--- src/vefd_pkg.sv ---
// vefd_pkg: shared constants, types and the seed table for the v210 dither unit.
// No dependencies; every other file refers to it by scoped names.
package vefd_pkg;

  localparam int WORD_W       = 32;
  localparam int SAMPLE_W     = 10;
  localparam int OUT_W        = 8;
  localparam int ERR_W        = 2;
  localparam int PHASE_W      = 2;
  localparam int SEED_ADDR_W  = 5;
  localparam int SEED_LEN_DEF = 32;

  localparam logic [SAMPLE_W-1:0] SAMPLE_MAX = 10'h3ff;

  typedef enum logic [1:0] {
    COMP_Y,
    COMP_U,
    COMP_V
  } comp_t;

  typedef logic [ERR_W-1:0] err_t;

  localparam err_t SEED_TABLE [32] = '{
    2'd2, 2'd3, 2'd0, 2'd0, 2'd3, 2'd1, 2'd2, 2'd3,
    2'd1, 2'd1, 2'd1, 2'd1, 2'd0, 2'd1, 2'd0, 2'd3,
    2'd0, 2'd2, 2'd3, 2'd0, 2'd0, 2'd3, 2'd1, 2'd1,
    2'd0, 2'd3, 2'd3, 2'd1, 2'd2, 2'd2, 2'd3, 2'd2
  };

  // Component carried by sample slot k of the word at a given group phase.
  function automatic comp_t comp_of(input logic [PHASE_W-1:0] phase, input logic [1:0] k);
    comp_t c;
    c = COMP_Y;
    case (phase)
      2'd0: c = (k == 2'd0) ? COMP_U : ((k == 2'd1) ? COMP_Y : COMP_V);
      2'd1: c = (k == 2'd1) ? COMP_U : COMP_Y;
      2'd2: c = (k == 2'd0) ? COMP_V : ((k == 2'd1) ? COMP_Y : COMP_U);
      2'd3: c = (k == 2'd1) ? COMP_V : COMP_Y;
      default: c = COMP_Y;
    endcase
    return c;
  endfunction

endpackage

--- src/vefd_if.sv ---
// vefd_if: valid/ready channel interfaces for input words, results and config.
// Depends on vefd_pkg for field widths.
interface vefd_in_if;
  logic                              valid;
  logic                              ready;
  logic [vefd_pkg::WORD_W-1:0]       packed_word;
  logic                              line_start;
  logic                              frame_start;
  modport source (output valid, packed_word, line_start, frame_start, input ready);
  modport sink   (input valid, packed_word, line_start, frame_start, output ready);
endinterface

interface vefd_out_if;
  logic                              valid;
  logic                              ready;
  logic [vefd_pkg::OUT_W-1:0]        sample_a;
  logic [vefd_pkg::OUT_W-1:0]        sample_b;
  logic [vefd_pkg::OUT_W-1:0]        sample_c;
  modport source (output valid, sample_a, sample_b, sample_c, input ready);
  modport sink   (input valid, sample_a, sample_b, sample_c, output ready);
endinterface

interface vefd_cfg_if;
  logic valid;
  logic ready;
  logic dither_enable;
  modport source (output valid, dither_enable, input ready);
  modport sink   (input valid, dither_enable, output ready);
endinterface

--- src/vefd_seed_gen.sv ---
// vefd_seed_gen: line-start seed lookup and seed index advance.
// Depends on vefd_pkg for the seed table.
module vefd_seed_gen #(
  parameter int SEED_LEN = vefd_pkg::SEED_LEN_DEF,
  parameter int IDX_W    = 5
) (
  input  logic [IDX_W-1:0]   idx,
  input  logic               frame_start,
  output vefd_pkg::err_t     seed_y,
  output vefd_pkg::err_t     seed_u,
  output vefd_pkg::err_t     seed_v,
  output logic [IDX_W-1:0]   idx_nxt
);

  localparam logic [IDX_W-1:0] LAST = IDX_W'(SEED_LEN - 1);

  function automatic logic [IDX_W-1:0] wrap_inc(input logic [IDX_W-1:0] x);
    return (x == LAST) ? '0 : x + 1'b1;
  endfunction

  logic [IDX_W-1:0] i0, i1, i2;

  always_comb begin
    i0      = frame_start ? '0 : idx;
    i1      = wrap_inc(i0);
    i2      = wrap_inc(i1);
    idx_nxt = wrap_inc(i2);
    // table holds 32 entries; longer seed lengths repeat them
    seed_y  = vefd_pkg::SEED_TABLE[vefd_pkg::SEED_ADDR_W'(i0)];
    seed_u  = vefd_pkg::SEED_TABLE[vefd_pkg::SEED_ADDR_W'(i1)];
    seed_v  = vefd_pkg::SEED_TABLE[vefd_pkg::SEED_ADDR_W'(i2)];
  end

endmodule

--- src/vefd_datapath.sv ---
// vefd_datapath: per-word error feedback on three 10-bit samples.
// Depends on vefd_pkg for widths, component codes and the phase map.
module vefd_datapath (
  input  logic [vefd_pkg::WORD_W-1:0]  word,
  input  logic [vefd_pkg::PHASE_W-1:0] phase,
  input  logic                         dither_en,
  input  vefd_pkg::err_t               err_y,
  input  vefd_pkg::err_t               err_u,
  input  vefd_pkg::err_t               err_v,
  output logic [vefd_pkg::OUT_W-1:0]   sample [3],
  output vefd_pkg::err_t               err_y_nxt,
  output vefd_pkg::err_t               err_u_nxt,
  output vefd_pkg::err_t               err_v_nxt
);

  always_comb begin
    logic [vefd_pkg::SAMPLE_W-1:0] s;
    logic [vefd_pkg::SAMPLE_W:0]   sum;
    logic [vefd_pkg::SAMPLE_W-1:0] sat;
    vefd_pkg::err_t                e;
    vefd_pkg::comp_t               c;
    err_y_nxt = err_y;
    err_u_nxt = err_u;
    err_v_nxt = err_v;
    for (int k = 0; k < 3; k++) begin
      s = word[k*vefd_pkg::SAMPLE_W +: vefd_pkg::SAMPLE_W];
      c = vefd_pkg::comp_of(phase, 2'(k));
      case (c)
        vefd_pkg::COMP_Y: e = err_y_nxt;
        vefd_pkg::COMP_U: e = err_u_nxt;
        vefd_pkg::COMP_V: e = err_v_nxt;
        default:          e = err_y_nxt;
      endcase
      sum = {1'b0, s} + {{(vefd_pkg::SAMPLE_W + 1 - vefd_pkg::ERR_W){1'b0}}, e};
      sat = sum[vefd_pkg::SAMPLE_W] ? vefd_pkg::SAMPLE_MAX : sum[vefd_pkg::SAMPLE_W-1:0];
      if (dither_en) begin
        sample[k] = sat[vefd_pkg::SAMPLE_W-1:vefd_pkg::ERR_W];
        case (c)
          vefd_pkg::COMP_Y: err_y_nxt = sat[vefd_pkg::ERR_W-1:0];
          vefd_pkg::COMP_U: err_u_nxt = sat[vefd_pkg::ERR_W-1:0];
          vefd_pkg::COMP_V: err_v_nxt = sat[vefd_pkg::ERR_W-1:0];
          default:          err_y_nxt = sat[vefd_pkg::ERR_W-1:0];
        endcase
      end else begin
        sample[k] = s[vefd_pkg::SAMPLE_W-1:vefd_pkg::ERR_W];
      end
    end
  end

endmodule

--- src/v210_error_feedback_dither_unit.sv ---
// v210_error_feedback_dither_unit: v210 10-bit to 8-bit error feedback dither.
// Pipeline: input register, then result register, between input transfer and result valid.
// Throughput: one word per cycle without output backpressure; the error/phase/seed
// state loop closes through the datapath between the input and result registers.
// Reset (rst_n low, synchronous): pipeline empty, errors/phase/seed index zero,
// dither enabled.
module v210_error_feedback_dither_unit #(
  parameter int SEED_LEN = vefd_pkg::SEED_LEN_DEF
) (
  input  logic           clk,
  input  logic           rst_n,
  vefd_in_if.sink        in_stream,
  vefd_out_if.source     out_stream,
  vefd_cfg_if.sink       cfg_write
);

  localparam int IDX_W = (SEED_LEN > 1) ? $clog2(SEED_LEN) : 1;

  // Mode register; to be written only while the block is idle (not enforced by the block).
  logic dither_en_r;

  // Input stage.
  logic                          s1_valid_r;
  logic [vefd_pkg::WORD_W-1:0]   s1_word_r;
  logic                          s1_line_r;
  logic                          s1_frame_r;

  // Running state.
  vefd_pkg::err_t                err_y_r, err_u_r, err_v_r;
  logic [vefd_pkg::PHASE_W-1:0]  phase_r;
  logic [IDX_W-1:0]              seed_idx_r;

  // Result stage.
  logic                          out_valid_r;
  logic [vefd_pkg::OUT_W-1:0]    out_a_r, out_b_r, out_c_r;

  logic s1_advance;
  logic s1_fire;
  logic in_xfer;

  // The input stage moves on whenever the result register is free or is
  // being drained this cycle, so backpressure only stalls a full pipeline.
  assign s1_advance = !out_valid_r || out_stream.ready;
  assign s1_fire    = s1_valid_r && s1_advance;
  assign in_stream.ready = !s1_valid_r || s1_advance;
  assign in_xfer    = in_stream.valid && in_stream.ready;

  assign cfg_write.ready = 1'b1;

  // Seed lookup for a line start (frame start implies line start).
  vefd_pkg::err_t   seed_y, seed_u, seed_v;
  logic [IDX_W-1:0] seed_idx_nxt;
  logic             line_any;

  assign line_any = s1_line_r || s1_frame_r;

  vefd_seed_gen #(
    .SEED_LEN (SEED_LEN),
    .IDX_W    (IDX_W)
  ) u_seed (
    .idx         (seed_idx_r),
    .frame_start (s1_frame_r),
    .seed_y      (seed_y),
    .seed_u      (seed_u),
    .seed_v      (seed_v),
    .idx_nxt     (seed_idx_nxt)
  );

  // Effective state for this word: seeds and phase zero on a line start.
  vefd_pkg::err_t               eff_y, eff_u, eff_v;
  logic [vefd_pkg::PHASE_W-1:0] eff_phase;

  assign eff_y     = line_any ? seed_y : err_y_r;
  assign eff_u     = line_any ? seed_u : err_u_r;
  assign eff_v     = line_any ? seed_v : err_v_r;
  assign eff_phase = line_any ? '0 : phase_r;

  logic [vefd_pkg::OUT_W-1:0] dp_sample [3];
  vefd_pkg::err_t             err_y_nxt, err_u_nxt, err_v_nxt;

  vefd_datapath u_dp (
    .word      (s1_word_r),
    .phase     (eff_phase),
    .dither_en (dither_en_r),
    .err_y     (eff_y),
    .err_u     (eff_u),
    .err_v     (eff_v),
    .sample    (dp_sample),
    .err_y_nxt (err_y_nxt),
    .err_u_nxt (err_u_nxt),
    .err_v_nxt (err_v_nxt)
  );

  // Control registers.
  always_ff @(posedge clk) begin
    if (!rst_n) begin
      dither_en_r <= 1'b1;
      s1_valid_r  <= 1'b0;
      out_valid_r <= 1'b0;
      err_y_r     <= '0;
      err_u_r     <= '0;
      err_v_r     <= '0;
      phase_r     <= '0;
      seed_idx_r  <= '0;
    end else begin
      if (cfg_write.valid) begin
        dither_en_r <= cfg_write.dither_enable;
      end
      // hold the input stage when stalled, refill or drain it otherwise
      if (in_stream.ready) begin
        s1_valid_r <= in_stream.valid;
      end
      if (s1_advance) begin
        out_valid_r <= s1_valid_r;
      end
      // advance running state once per word handed to the result register
      if (s1_fire) begin
        err_y_r <= err_y_nxt;
        err_u_r <= err_u_nxt;
        err_v_r <= err_v_nxt;
        phase_r <= eff_phase + 1'b1;
        if (line_any) begin
          seed_idx_r <= seed_idx_nxt;
        end
      end
    end
  end

  // Payload registers.
  always_ff @(posedge clk) begin
    if (in_xfer) begin
      s1_word_r  <= in_stream.packed_word;
      s1_line_r  <= in_stream.line_start;
      s1_frame_r <= in_stream.frame_start;
    end
    if (s1_fire) begin
      out_a_r <= dp_sample[0];
      out_b_r <= dp_sample[1];
      out_c_r <= dp_sample[2];
    end
  end

  assign out_stream.valid    = out_valid_r;
  assign out_stream.sample_a = out_a_r;
  assign out_stream.sample_b = out_b_r;
  assign out_stream.sample_c = out_c_r;

endmodule

--- src/flat_wrapper.sv ---
// flat-port wrapper written by rule: the top's interface ports become plain ports
module v210_error_feedback_dither_unit_flat 
#(
  parameter int SEED_LEN = vefd_pkg::SEED_LEN_DEF
)
  (clk, rst_n, in_stream_valid, in_stream_packed_word, in_stream_line_start, in_stream_frame_start, in_stream_ready, out_stream_valid, out_stream_sample_a, out_stream_sample_b, out_stream_sample_c, out_stream_ready, cfg_write_valid, cfg_write_dither_enable, cfg_write_ready);
  vefd_in_if in_stream_i ();
  vefd_out_if out_stream_i ();
  vefd_cfg_if cfg_write_i ();
  input  logic clk;
  input  logic rst_n;
  input wire logic [$bits(in_stream_i.valid)-1:0] in_stream_valid;
  input wire logic [$bits(in_stream_i.packed_word)-1:0] in_stream_packed_word;
  input wire logic [$bits(in_stream_i.line_start)-1:0] in_stream_line_start;
  input wire logic [$bits(in_stream_i.frame_start)-1:0] in_stream_frame_start;
  output wire logic [$bits(in_stream_i.ready)-1:0] in_stream_ready;
  output wire logic [$bits(out_stream_i.valid)-1:0] out_stream_valid;
  output wire logic [$bits(out_stream_i.sample_a)-1:0] out_stream_sample_a;
  output wire logic [$bits(out_stream_i.sample_b)-1:0] out_stream_sample_b;
  output wire logic [$bits(out_stream_i.sample_c)-1:0] out_stream_sample_c;
  input wire logic [$bits(out_stream_i.ready)-1:0] out_stream_ready;
  input wire logic [$bits(cfg_write_i.valid)-1:0] cfg_write_valid;
  input wire logic [$bits(cfg_write_i.dither_enable)-1:0] cfg_write_dither_enable;
  output wire logic [$bits(cfg_write_i.ready)-1:0] cfg_write_ready;
  assign in_stream_i.valid = in_stream_valid;
  assign in_stream_i.packed_word = in_stream_packed_word;
  assign in_stream_i.line_start = in_stream_line_start;
  assign in_stream_i.frame_start = in_stream_frame_start;
  assign in_stream_ready = in_stream_i.ready;
  assign out_stream_valid = out_stream_i.valid;
  assign out_stream_sample_a = out_stream_i.sample_a;
  assign out_stream_sample_b = out_stream_i.sample_b;
  assign out_stream_sample_c = out_stream_i.sample_c;
  assign out_stream_i.ready = out_stream_ready;
  assign cfg_write_i.valid = cfg_write_valid;
  assign cfg_write_i.dither_enable = cfg_write_dither_enable;
  assign cfg_write_ready = cfg_write_i.ready;
  v210_error_feedback_dither_unit #(.SEED_LEN(SEED_LEN)) u_core (.clk(clk), .rst_n(rst_n), .in_stream(in_stream_i), .out_stream(out_stream_i), .cfg_write(cfg_write_i));
endmodule
--- config.mk ---
export PLATFORM = sky130hd
export DESIGN_NAME = v210_error_feedback_dither_unit_flat
export DESIGN_NICKNAME = d
export VERILOG_FILES = /design/src/vefd_pkg.sv /design/src/vefd_if.sv /design/src/vefd_seed_gen.sv /design/src/vefd_datapath.sv /design/src/v210_error_feedback_dither_unit.sv /design/src/flat_wrapper.sv
export SDC_FILE = /design/constraint.sdc
export NUM_CORES = 1
export LEC_CHECK = 0
export ABC_AREA = 1
export BUFFER_PORTS_ARGS = -buffer_cell sky130_fd_sc_hd__buf_2
export CAP_MARGIN = 15
export CORE_ASPECT_RATIO = 0.75
export CORE_MARGIN = 10
export CORE_UTILIZATION = 59
export CTS_BUF_LIST = sky130_fd_sc_hd__clkbuf_8
export DETAILED_ROUTE_END_ITERATION = 7
export PLACE_DENSITY_LB_ADDON = 0.12
export SYNTH_ARGS = -nofsm -noshare
export SYNTH_HDL_FRONTEND = slang
export SYNTH_SLANG_ARGS = --single-unit
--- constraint.sdc ---
create_clock -name clk -period 8.3 [get_ports clk]
set_input_delay 1.66 -clock clk [delete_from_list [all_inputs] [get_ports clk]]
set_output_delay 1.66 -clock clk [all_outputs]
set_load 0.02 [all_outputs]
==> flow_metrics.py <==
metrics = {
    "outcome": {
        "status": "finished clean",
    },
    "timing": {
        "skew_ns": 0.007873,
        "hold_viol": 0,
        "slew_violations": 0,
        "fin_ws_ns": 0.6458,
        "worst_slew_pin_slew_ns": 0.6871,
        "period_share": 0.9222,
        "max_freq_ghz": 0.1306,
        "max_slew_margin": 0.5413,
        "fin_crit_ns": 7.654,
        "setup_viol": 0,
    },
    "yosys": {
        "synth.area.mux_share": 0,
        "synth_warnings": 0,
        "ys_ff_latch": 72,
        "ys_seq_area_frac": 0.4610,
        "synth_top_area_share": 0.3872,
        "mappedNetlistNets": 579,
        "synth.cell_area_um2": 4343,
        "yosys.area_share.simple": 0.2746,
        "ys.flop_type": "edfxtp_1",
        "synth_cells": 514,
        "synth_top_family_by_area": "simple AND/OR/NAND/NOR gates",
        "synth_fa_ha_area_frac": 0.07721,
        "synthXorXnorAreaFrac": 0.03025,
        "yosys.area.top_type": "edfxtp_1",
        "avgSynthCellArea_um2": 8.449,
        "ys_types": 40,
        "synth_edf_count": 56,
        "synth-compound-area-share": 0.07980,
        "netlist_top_cells_area": "edfxtp_1 39%, nand2_1 11%, dfxtp_1 7.4%",
        "ys_async_sr_fraction": 0,
    },
    "setup_path": {
        "r2r_start": "u_core.s1_frame_r",
        "cp-start-kind": "register",
        "startpoint": "u_core.s1_frame_r",
        "critical_path_required_ns": 8.58,
        "reg2reg_slack_ns": 0.65,
        "cp_slowest_stage_delay_ns": 0.45,
        "end_kind": "register",
        "path_buf_inv": 15,
        "crit_family": "simple AND/OR/NAND/NOR gates",
        "path_class": "reg2reg",
        "crit_slowest_cell": "edfxtp_1",
        "crit_end": "u_core.err_y_r[1]",
        "cp.arrival_ns": 7.94,
        "critPathMaxFanout": 7,
        "timing.critical_path.mode_cell": "nand2_1",
        "cp.depth": 57,
        "reg2reg_depth": 57,
        "worstReg2RegEnd": "u_core.err_y_r[1]",
    },
    "clock_network": {
        "numCtsBuffers": 9,
        "cts_max_path_buffers": 2,
        "clk_latency_ns": 0.36,
        "htreeDepth": 3,
        "hold_buffers": 0,
        "cts_sinks": 72,
        "cts_root_buffer": "clkbuf_8",
        "cts_tree": "yes",
        "path_clk_slew_ns": 0.07,
    },
    "global_routing": {
        "grt_max_degree": 36,
        "globalRoute.totalOverflow": 0,
        "antenna_found_initial": 0,
        "grt_pass1_vias": 3441,
        "grt_usage": 0.1790,
        "grt_pass1_wl_mm": 16.30,
    },
    "finish": {
        "finalNetCount": 653,
        "instances_no_fill": 691,
        "area_delta_synth_final_pct": 15.79,
        "ff_latch_area_um2": 2002,
        "final_util": 0.7190,
        "layout_common_cells": "125 x nand2_1, 72 x inv_1, 63 x buf_2, 56 x edfxtp_1, 52 x nand3_1",
        "drive_gt1_frac": 0.2074,
        "final_common_cell": "nand2_1",
        "postLayoutCellArea_um2": 5029,
        "fillerInstances": 568,
        "diodes": 0,
        "multi_input_area_um2": 2036,
    },
    "route": {
        "first_iter_violations": 365,
        "vias": 3647,
        "wl_per_cell_um": 14.39,
        "drtPass1Iterations": 5,
        "via_per_inst": 5.278,
        "antenna_left": 0,
        "routed_wirelength_mm": 9.943,
        "drc": 0,
    },
    "power_and_ir_drop": {
        "p_leak_nw": 2.339,
        "p_per_area_nw_per_um2": 167.6,
        "ir_worst_vdd_mv": 0.1450,
    },
    "die": {
        "rows": 26,
        "die_h_um": 94.30,
        "dieArea_um2": 11230,
        "core_um2": 6994,
        "die_w_um": 119.1,
        "initial_core_util": 0.6209,
        "pin_count": 67,
    },
    "worst_hold_path": {
        "hp-class": "reg2reg",
        "whs_path_depth": 2,
    },
    "run": {
        "max_cap_violations": 0,
    },
    "place": {
        "hpwl_mm": 7.721,
        "pre_cts_ws_ns": 0.4855,
        "placed_area_um2": 4772,
        "numPortBuffers": 63,
        "dp_cells": 672,
        "gp_congestion": 0.8926,
    },
}
[worst min-delay path: cells and delay by family (launching register included)]
family | cells | cell delay (ns)
AO/OA/AOI/OAI | 1 | 0.06
flip-flops | 1 | 0.31
AND/OR/NAND/NOR | 1 | 0.06
[report_power, final]
group          internal [mW]  switching [mW]
clock                  0.136           0.127
combinational         0.0553          0.0985
sequential             0.414          0.0130
[cells by family (layout without fill, tap and decap cells)]
logic type,after synthesis,in the layout
compound gates,61,61
xor+xnor,15,15
fa+ha+maj,25,25
buf+inv,85,164
flops,72,72
other cells,1,1
simple gates,255,255
[cells in the mapped netlist (3+ instances only)]
| cell type | instances |
|---|---|
| nand2_4 | 3 |
| nand3_2 | 7 |
| dfxtp_1 | 16 |
| or2_2 | 5 |
| xor2_1 | 11 |
| o21ai_0 | 19 |
| edfxtp_1 | 56 |
| fa_1 | 3 |
| nand4_1 | 5 |
| ha_1 | 22 |
| nor2_1 | 30 |
| a21oi_1 | 26 |
| nand2_1 | 127 |
| o211ai_1 | 6 |
| nand2_2 | 4 |
| nor3_1 | 9 |
| nand3_1 | 53 |
| inv_2 | 6 |
| inv_1 | 72 |
| clkbuf_1 | 4 |
| xnor2_1 | 4 |
| nand3b_1 | 3 |
[per-layer routing]
layer	global-route usage	up-vias	share of wire
met5	0	-	0
met4	0.05578	0	0.012
met3	0.06547	13	0.085
met2	0.2693	121	0.44
met1	0.2356	1657	0.47
li1	-	1856	-
[timing repair]
item                       CTS  global route
buffers inserted             0             2
hold endpoints to repair     0             0
setup endpoints to repair    0            14
resized for setup            0             8
[sequential cells by signal, summed over array words and instances, names as in the netlist]
name,count
u_core.s1_valid_r,1
u_core.s1_word_r,30
u_core.dither_en_r,1
u_core.err_y_r,2
u_core.out_stream.sample_a,8
u_core.out_stream.sample_c,8
u_core.phase_r,2
u_core.err_v_r,2
u_core.s1_frame_r,1
u_core.out_stream.sample_b,8
u_core.seed_idx_r,5
u_core.s1_line_r,1
u_core.err_u_r,2
u_core.out_stream.valid,1
[worst min-delay path by stage]
stage,start,endpoint,slack [ns]
2_1_floorplan,u_core.err_u_r[0],u_core.err_u_r[0],0.44
3_3_place_gp,u_core.err_y_r[0],u_core.err_y_r[0],0.45
3_5_place_dp,u_core.err_u_r[1],u_core.err_u_r[1],0.46
4_1_cts,u_core.err_u_r[1],u_core.err_u_r[1],0.47
5_1_grt,u_core.err_u_r[1],u_core.err_u_r[1],0.49
6_report,u_core.err_u_r[1],u_core.err_u_r[1],0.47
[final cells by class]
type,instances,share of cell area
timing repair buffer,70,0.07713
sequential,72,0.3981
clock inverter,7,0.01269
inverter,78,0.05822
multi-input combinational,357,0.4048
clock buffer,9,0.02463
tap,98,0.02438
[through the flow]
stage	hold WS (ns)	total power, mW	setup TNS, ns
floorplan	0.4406	0.5364	0
global placement	0.4534	0.5766	0
detailed placement	0.4593	0.5813	0
CTS	0.4698	0.8416	0
global route	0.4890	0.8900	-0.005132
finish	0.4704	0.8430	0
No activity file was read; power rests on OpenSTA's default activity.
